[config.mk]
export PLATFORM = sky130hd
export DESIGN_NAME = expiring_fifo_entry_cache_core
export DESIGN_NICKNAME = d
export VERILOG_FILES = /design/src/rtl/efc_pkg.sv /design/src/rtl/expiring_fifo_entry_cache_core.sv /design/src/rtl/efc_cell.sv
export SDC_FILE = /design/constraint.sdc
export NUM_CORES = 2
export LEC_CHECK = 0
export ABC_AREA = 1
export CAP_MARGIN = 25
export CORE_ASPECT_RATIO = 1.2
export CORE_MARGIN = 2
export CORE_UTILIZATION = 55
export CTS_CLUSTER_SIZE = 12
export DETAILED_ROUTE_END_ITERATION = 10
export DONT_BUFFER_PORTS = 1
export GPL_ROUTABILITY_DRIVEN = 0
export PLACE_DENSITY = 0.73
export SLEW_MARGIN = 20
export SYNTH_ARGS = -nofsm -noshare
export SYNTH_HDL_FRONTEND = slang
export SYNTH_SLANG_ARGS = --single-unit
[constraint.sdc]
create_clock -name clk -period 5.3 [get_ports clk]
set_input_delay 1.06 -clock clk [delete_from_list [all_inputs] [get_ports clk]]
set_output_delay 1.06 -clock clk [all_outputs]
set_load 0.05 [all_outputs]
[src/rtl/efc_pkg.sv]
`timescale 1ns / 1ps
`default_nettype none
// ----------------------------------------------------------------------------
// efc_pkg
// Shared types and codes for the expiring entry cache.
// ----------------------------------------------------------------------------
package efc_pkg;

  localparam int COUNT_W = 5;
  localparam int CFG_W   = 5;
  localparam int OP_W    = 2;

  localparam logic [CFG_W-1:0] MAX_ENTRIES_RST = 5'd16;

  localparam logic [OP_W-1:0] OP_PUSH = 2'd0;
  localparam logic [OP_W-1:0] OP_POP  = 2'd1;

  typedef struct packed {
    logic load;
    logic take_next;
  } cell_ctl_t;

  typedef enum logic [3:0] {
    S_IDLE  = 4'b0001,
    S_PRUNE = 4'b0010,
    S_DROP  = 4'b0100,
    S_WORK  = 4'b1000
  } state_t;

endpackage
`default_nettype wire

[src/rtl/expiring_fifo_entry_cache_core.sv]
`timescale 1ns / 1ps
`default_nettype none
// ----------------------------------------------------------------------------
// expiring_fifo_entry_cache_core
// Ordered cache of handles with expiry times, kept in a row of slot cells.
// ----------------------------------------------------------------------------
// Use:
//   in_*  : one request word; tuser carries the operation (push, pop, count).
//   out_* : one result word per request; tuser carries accepted and found.
//   cfg_* : write of max_entries, only while the block is idle.
// Each request first prunes expired slots: every cycle the lowest dead slot
// is removed and all slots above it move down one cell. A push over capacity
// then drops oldest slots until it fits, before the new entry is written at the
// top of the occupied row. A pop takes slot zero and shifts the row down.
// A request steps through the prune, drop and work states in that order, and
// its result is registered in the output register from the work state.
// One request is in flight at a time; the next is taken as soon as the result
// sits in the output register.
// Reset clears the occupancy and sets max_entries to 16; slot contents are
// not cleared. While the receiver stalls the result is held and a request
// already taken waits in its last step until the output register frees.
// ----------------------------------------------------------------------------
module expiring_fifo_entry_cache_core #(
  parameter int DEPTH       = 16,
  parameter int HANDLE_BITS = 16,
  parameter int TIME_BITS   = 32,
  localparam int IN_W  = ((3 * TIME_BITS + HANDLE_BITS + 7) / 8) * 8,
  localparam int OUT_W = ((HANDLE_BITS + efc_pkg::COUNT_W + 7) / 8) * 8
) (
  input  wire                         clk,
  input  wire                         rst_n,
  input  wire                         in_tvalid,
  output logic                        in_tready,
  // current_time, created_time, lifetime, entry_handle
  input  wire [IN_W-1:0]              in_tdata,
  // operation
  input  wire [efc_pkg::OP_W-1:0]     in_tuser,
  output logic                        out_tvalid,
  input  wire                         out_tready,
  // handle_out, entry_count
  output logic [OUT_W-1:0]            out_tdata,
  // accepted, found
  output logic [1:0]                  out_tuser,
  input  wire                         cfg_we,
  input  wire [efc_pkg::CFG_W-1:0]    cfg_wdata
);
  import efc_pkg::*;

  localparam int CW    = $clog2(DEPTH + 1);
  localparam int CMP_W = (CW > CFG_W) ? CW : CFG_W;

  state_t                 st_r, st_nxt;
  logic [CW-1:0]          occ_r, occ_nxt;
  logic [CFG_W-1:0]       max_entries_r;
  logic [OP_W-1:0]        op_r;
  logic [TIME_BITS-1:0]   now_r, exp_r;
  logic [HANDLE_BITS-1:0] hnd_r;

  logic                   out_tvalid_r, out_acc_r, out_fnd_r;
  logic [HANDLE_BITS-1:0] out_h_r;
  logic [COUNT_W-1:0]     out_cnt_r;

  logic [TIME_BITS-1:0]   in_now, in_created, in_life, in_exp;
  logic [TIME_BITS:0]     exp_sum;
  logic [HANDLE_BITS-1:0] in_hnd;

  logic [HANDLE_BITS-1:0] cell_h [DEPTH+1];
  logic [TIME_BITS-1:0]   cell_e [DEPTH+1];
  logic [DEPTH-1:0]       cell_dead, hole_pre;
  cell_ctl_t              ctl [DEPTH];

  logic [CMP_W-1:0]       cap;
  logic                   push_ok, occ_ge_cap, any_hole, work_go, in_fire;

  assign in_now     = in_tdata[TIME_BITS-1:0];
  assign in_created = in_tdata[2*TIME_BITS-1:TIME_BITS];
  assign in_life    = in_tdata[3*TIME_BITS-1:2*TIME_BITS];
  assign in_hnd     = in_tdata[3*TIME_BITS+HANDLE_BITS-1:3*TIME_BITS];
  assign exp_sum    = {1'b0, in_created} + {1'b0, in_life};

  always_comb begin
    if (in_created == '0 || in_life == '0) begin
      in_exp = '0;
    end else if (exp_sum[TIME_BITS]) begin
      in_exp = '1;
    end else begin
      in_exp = exp_sum[TIME_BITS-1:0];
    end
  end

  assign in_tready = (st_r == S_IDLE);
  assign in_fire   = in_tvalid && in_tready;

  assign cap = (CMP_W'(max_entries_r) > CMP_W'(DEPTH)) ? CMP_W'(DEPTH)
                                                         : CMP_W'(max_entries_r);
  assign push_ok    = (op_r == OP_PUSH) && (cap != '0) && (now_r < exp_r);
  assign occ_ge_cap = CMP_W'(occ_r) >= cap;
  assign work_go    = !out_tvalid_r || out_tready;

  assign cell_h[DEPTH] = '0;
  assign cell_e[DEPTH] = '0;

  for (genvar g = 0; g < DEPTH; g++) begin : g_cell
    efc_cell #(
      .HANDLE_BITS(HANDLE_BITS),
      .TIME_BITS  (TIME_BITS)
    ) u_cell (
      .clk        (clk),
      .ctl        (ctl[g]),
      .now        (now_r),
      .next_handle(cell_h[g+1]),
      .next_expiry(cell_e[g+1]),
      .new_handle (hnd_r),
      .new_expiry (exp_r),
      .handle     (cell_h[g]),
      .expiry     (cell_e[g]),
      .dead       (cell_dead[g])
    );
  end

  always_comb begin
    logic run;
    run = 1'b0;
    for (int i = 0; i < DEPTH; i++) begin
      run = run || (cell_dead[i] && (CW'(i) < occ_r));
      hole_pre[i] = run;
    end
  end
  assign any_hole = hole_pre[DEPTH-1];

  always_comb begin
    st_nxt  = st_r;
    occ_nxt = occ_r;
    for (int i = 0; i < DEPTH; i++) begin
      ctl[i] = '0;
    end
    unique case (st_r)
      S_IDLE: begin
        if (in_fire) begin
          st_nxt = S_PRUNE;
        end
      end
      S_PRUNE: begin
        if (any_hole) begin
          for (int i = 0; i < DEPTH; i++) begin
            ctl[i].take_next = hole_pre[i];
          end
          occ_nxt = occ_r - 1'b1;
        end else begin
          st_nxt = S_DROP;
        end
      end
      S_DROP: begin
        if (push_ok && occ_ge_cap) begin
          for (int i = 0; i < DEPTH; i++) begin
            ctl[i].take_next = 1'b1;
          end
          occ_nxt = occ_r - 1'b1;
        end else begin
          st_nxt = S_WORK;
        end
      end
      S_WORK: begin
        if (work_go) begin
          st_nxt = S_IDLE;
          if (push_ok) begin
            for (int i = 0; i < DEPTH; i++) begin
              ctl[i].load = (occ_r == CW'(i));
            end
            occ_nxt = occ_r + 1'b1;
          end else if (op_r == OP_POP && occ_r != '0) begin
            for (int i = 0; i < DEPTH; i++) begin
              ctl[i].take_next = 1'b1;
            end
            occ_nxt = occ_r - 1'b1;
          end
        end
      end
      default: st_nxt = S_IDLE;
    endcase
  end

  always_ff @(posedge clk) begin
    if (!rst_n) begin
      st_r          <= S_IDLE;
      occ_r         <= '0;
      max_entries_r <= MAX_ENTRIES_RST;
      out_tvalid_r  <= 1'b0;
    end else begin
      st_r  <= st_nxt;
      occ_r <= occ_nxt;
      if (cfg_we) begin
        max_entries_r <= cfg_wdata;
      end
      if (st_r == S_WORK && work_go) begin
        out_tvalid_r <= 1'b1;
      end else if (out_tready) begin
        out_tvalid_r <= 1'b0;
      end
    end
  end

  always_ff @(posedge clk) begin
    if (in_fire) begin
      op_r  <= in_tuser;
      now_r <= in_now;
      exp_r <= in_exp;
      hnd_r <= in_hnd;
    end
    if (st_r == S_WORK && work_go) begin
      out_acc_r <= push_ok;
      out_fnd_r <= !push_ok && (op_r == OP_POP) && (occ_r != '0);
      out_h_r   <= (!push_ok && op_r == OP_POP && occ_r != '0) ? cell_h[0] : '0;
      out_cnt_r <= COUNT_W'(occ_nxt);
    end
  end

  assign out_tvalid = out_tvalid_r;
  assign out_tuser  = {out_fnd_r, out_acc_r};
  assign out_tdata  = OUT_W'({out_cnt_r, out_h_r});

  a_occ_bound: assert property (@(posedge clk) disable iff (!rst_n)
    CW'(DEPTH) >= occ_r)
    else $error("occupancy beyond depth");

  a_push_grows: assert property (@(posedge clk) disable iff (!rst_n)
    (st_r == S_WORK && work_go && push_ok) |=> occ_r == $past(occ_r) + 1'b1)
    else $error("accepted push did not grow occupancy");

  a_drop_shrinks: assert property (@(posedge clk) disable iff (!rst_n)
    (st_r == S_DROP && push_ok && occ_ge_cap) |=> occ_r == $past(occ_r) - 1'b1)
    else $error("drop did not shrink occupancy");

  a_prune_done: assert property (@(posedge clk) disable iff (!rst_n)
    (st_r == S_PRUNE && !any_hole) |=> (st_r == S_DROP && $stable(occ_r)))
    else $error("prune finished with changed occupancy");

  a_work_holds: assert property (@(posedge clk) disable iff (!rst_n)
    (st_r == S_WORK && !work_go) |=> st_r == S_WORK)
    else $error("result step left while output busy");

endmodule
`default_nettype wire

[src/rtl/efc_cell.sv]
`timescale 1ns / 1ps
`default_nettype none
// ----------------------------------------------------------------------------
// efc_cell
// One slot of the entry row: holds a handle and expiry, loads a new entry or
// takes its upper neighbour's entry, and flags itself dead against now.
// ----------------------------------------------------------------------------
module efc_cell #(
  parameter int HANDLE_BITS = 16,
  parameter int TIME_BITS   = 32
) (
  input  wire                    clk,
  input  efc_pkg::cell_ctl_t     ctl,
  input  wire [TIME_BITS-1:0]    now,
  input  wire [HANDLE_BITS-1:0]  next_handle,
  input  wire [TIME_BITS-1:0]    next_expiry,
  input  wire [HANDLE_BITS-1:0]  new_handle,
  input  wire [TIME_BITS-1:0]    new_expiry,
  output logic [HANDLE_BITS-1:0] handle,
  output logic [TIME_BITS-1:0]   expiry,
  output logic                   dead
);
  import efc_pkg::*;

  logic [HANDLE_BITS-1:0] handle_r;
  logic [TIME_BITS-1:0]   expiry_r;

  always_ff @(posedge clk) begin
    if (ctl.load) begin
      handle_r <= new_handle;
      expiry_r <= new_expiry;
    end else if (ctl.take_next) begin
      handle_r <= next_handle;
      expiry_r <= next_expiry;
    end
  end

  assign handle = handle_r;
  assign expiry = expiry_r;
  assign dead   = !(now < expiry_r);

endmodule
`default_nettype wire

==> flow_metrics.py <==
metrics = {
    "flow_run": {
        "max_cap_violations": 0,
    },
    "timing": {
        "period_needed_ns": 4.71,
        "hold_violations": 0,
        "hold_ws_ns": 0.476,
        "setup_viol": 0,
        "fin_tns_setup_ns": 0,
        "rsz0062_at_grt": "false",
        "drv_slew": 0,
        "fmax_mhz": 212,
        "max-slew-margin-rel_pct": 27.7,
        "clock_skew_ns": 0.0383,
        "timing.final.crit_share_pct": 88.9,
        "tightest_slew_ns": 1.07,
    },
    "synthesis": {
        "syn_area_um2": 52600,
        "yosys-top-cells-area": "edfxtp_1 50%, ha_1 14%, inv_1 8.8%, nand2_1 7.0%, o21ai_0 6.4%",
        "synthCells": 5672,
        "async_flop_share_pct": 0,
        "synth_compound_area_share_pct": 11.6,
        "synthAdderAreaFrac_pct": 13.6,
        "synthMuxAreaShare_pct": 2.17,
        "synth_simple_gate_area_share_pct": 11.4,
        "ys_types": 56,
        "ys_seq_elements": 888,
        "avgSynthCellArea_um2": 9.28,
        "synth-edff-count": 873,
        "synth_top_area_cell": "edfxtp_1",
        "seq_area_frac_synth_pct": 50.4,
        "synthTopCellsByCount": "1237 x inv_1, 987 x nand2_1, 873 x edfxtp_1",
        "yosysTopAreaCellShare_pct": 49.8,
        "synth_xor_xnor_area_share_pct": 0.416,
        "ys.flop_type": "edfxtp_1",
        "synth_top_family_by_area": "adder cells",
        "yosysWarningCount": 0,
        "yosysMostFrequentCell": "inv_1",
    },
    "final_layout": {
        "layout.nets": 6352,
        "fill_cells": 7888,
        "final_layout_size_suffix_gt1_share_pct": 4.62,
        "area_growth_syn_to_layout_pct": 8.94,
    },
    "setup_path": {
        "r2r_slack_ns": 0.59,
        "cp_max_fo": 48,
        "worst-endpoint-arrival_ns": 5.00,
        "cp_slowest_stage_delay_ns": 0.74,
        "crit_chain": "ha_1 -> nand2_1 -> o21ai_0 -> a21oi_1 -> o21ai_0 -> nand3_1 -> a22oi_1 -> inv_1 -> nand4_2 -> nand2_1 -> nand3_4 -> buf_4",
        "rr_endpoint": "g_cell[15].u_cell.expiry[2]",
        "crit_family": "compound AO/OA/AOI/OAI gates",
        "crit_start": "now_r[11]",
        "start_kind": "flop",
        "r2r_cells": 12,
        "reg2reg_from": "now_r[11]",
        "slowest_stage": "edfxtp_1",
        "cp-endpoint": "g_cell[15].u_cell.expiry[2]",
        "cp_num_cells": 12,
        "critPathKind": "flop to flop",
        "end_kind": "flop",
        "cp.required_ns": 5.59,
        "path_buf_inv": 2,
    },
    "global_route": {
        "antenna_found_initial": 5,
        "grt_max_degree": 97,
        "grt_overflow": 0,
        "grt_pass1_vias": 39100,
        "grt_pass1_wl_um": 232000,
        "track_usage_pct": 31.4,
    },
    "clock_network": {
        "cts_buffers": 92,
        "clock-root-buffer": "clkbuf_16",
        "clk_latency_ns": 0.68,
        "post_cts_resized": 0,
        "clock_path_buffers": 3,
        "cts_setup_buffers": 0,
        "clkSinkCount": 888,
        "cts_tree": "built",
        "hold_buffers": 0,
        "path_clk_slew_ns": 0.06,
        "htree_levels": 3,
    },
    "routing": {
        "vias": 40600,
        "vias_per_cell": 5.82,
        "final_antenna_net_count": 0,
        "drcViolationCount": 0,
        "firstDrtPassIters": 6,
        "drt_iter0_markers": 4374,
        "routed_wl_um": 155000,
        "wl_per_cell_um": 22.1,
    },
    "power_and_ir_drop": {
        "switchingPower_mw": 7.08,
        "power.density_nw_per_um2": 360,
        "pwr-share-comb_pct": 25.4,
        "clockPowerShare_pct": 30.3,
        "switching_share_pct": 34.3,
        "vdd_drop_max_mv": 0.365,
        "internal-power_mw": 13.5,
        "p_leak_nw": 28.1,
        "pwr-share-seq_pct": 44.3,
    },
    "floorplanning": {
        "core-area_um2": 95100,
        "num_io_pins": 152,
        "num_rows": 124,
        "die_h_um": 343,
        "initial_core_util_pct": 55.3,
        "dieArea_um2": 98200,
        "die_w_um": 286,
    },
    "placed_design": {
        "portBuffers": 0,
        "dpl.hpwl_um": 107000,
    },
    "status": {
        "status": "finished, final reports clean",
    },
    "hold_path": {
        "min_path_type": "input port to flop",
    },
}
flip-flops by register name, indices dropped and copies added (netlist names):
name / count
g_cell.u_cell.expiry: 512
g_cell.u_cell.handle: 256
exp_r: 32
now_r: 32
hnd_r: 16
out_h_r: 16
max_entries_r: 5
occ_r: 5
out_cnt_r: 5
st_r: 4
op_r: 2
out_acc_r: 1
out_fnd_r: 1
out_tvalid: 1
cells by family after synthesis:
kind of cell | count (synthesis)
and+or+nand+nor | 1459
buffers and inverters | 1451
AOI/OAI and AO/OA | 1164
DFF | 888
adders and majority gates | 570
muxes | 114
xor gates and xnor gates | 25
other | 1
routing by layer:
metal | track usage (%) | up-vias | wire length (um)
met5 | 0 | - | 13
met4 | 19.1 | 2 | 10800
met3 | 5.59 | 502 | 14500
met2 | 50.7 | 2057 | 70900
met1 | 39.4 | 19200 | 58300
li1 | - | 18900 | -
power groups by stage:
stage / combinational [mW] / sequential (mW) / clock (mW)
final: 5.24 / 9.15 / 6.24
after global routing: 5.81 / 9.21 / 6.52
after CTS: 5.12 / 9.14 / 6.28
after detailed placement: 5.07 / 9.28 / 0
after global placement: 4.89 / 9.27 / 0
after floorplan: 3.35 / 8.97 / 0
cell type report:
type | count | area (um^2) | share of cell area [%]
Timing Repair Buffer | 97 | 1010 | 1.76
Inverter | 1244 | 4670 | 8.15
Multi-Input combinational cell | 3335 | 20800 | 36.3
Sequential cell | 888 | 26500 | 46.2
Clock buffer | 123 | 2470 | 4.31
Antenna cell | 7 | 17.5 | 0.0305
Tap cell | 1260 | 1580 | 2.75
Clock inverter | 30 | 284 | 0.495
how the worst min path moves through the flow:
stage,start,slack (ns),endpoint,depth (start not counted)
global placement,max_entries_r[0],0.47,max_entries_r[0],2
finish,in_tdata[8],0.48,now_r[8],0
detailed placement,max_entries_r[0],0.47,max_entries_r[0],2
global route,in_tdata[10],0.46,now_r[10],0
CTS,in_tdata[8],0.45,now_r[8],0
floorplan,max_entries_r[0],0.45,max_entries_r[0],2
cells in the final DEF, fill, tap and decap left out, drive strengths merged, types with 12 or more instances in the layout:
cell type and n:
inv 1243, nor2 243, mux2i 114, nor4 26, xnor2 15, dfxtp 15, o21ai 679, a21oi 374
clkbuf 123, edfxtp 873, buf 97, nand2 990, a211oi 18, nand3 79, nor3 44, clkinv 25
nand4 61, o221ai 12, o211ai 36, ha 569
stage by stage:
| step | util (%) | setup WS (ns) | area, um^2 | std cells | total power, mW |
|---|---|---|---|---|---|
| 2_1_floorplan | - | 0.271 | 52600 | 5674 | 12.3 |
| 3_3_place_gp | 57.3 | 0.792 | 54500 | 6822 | 14.2 |
| 3_5_place_dp | 57.4 | 0.733 | 54500 | 6823 | 14.4 |
| 4_1_cts | 60.2 | 0.707 | 57300 | 6976 | 20.5 |
| 5_1_grt | 60.3 | 0.338 | 57300 | 6977 | 21.5 |
| 6_report | 60.3 | 0.587 | 57300 | 6984 | 20.6 |
Note: power is estimated with default switching activity, not from simulation.
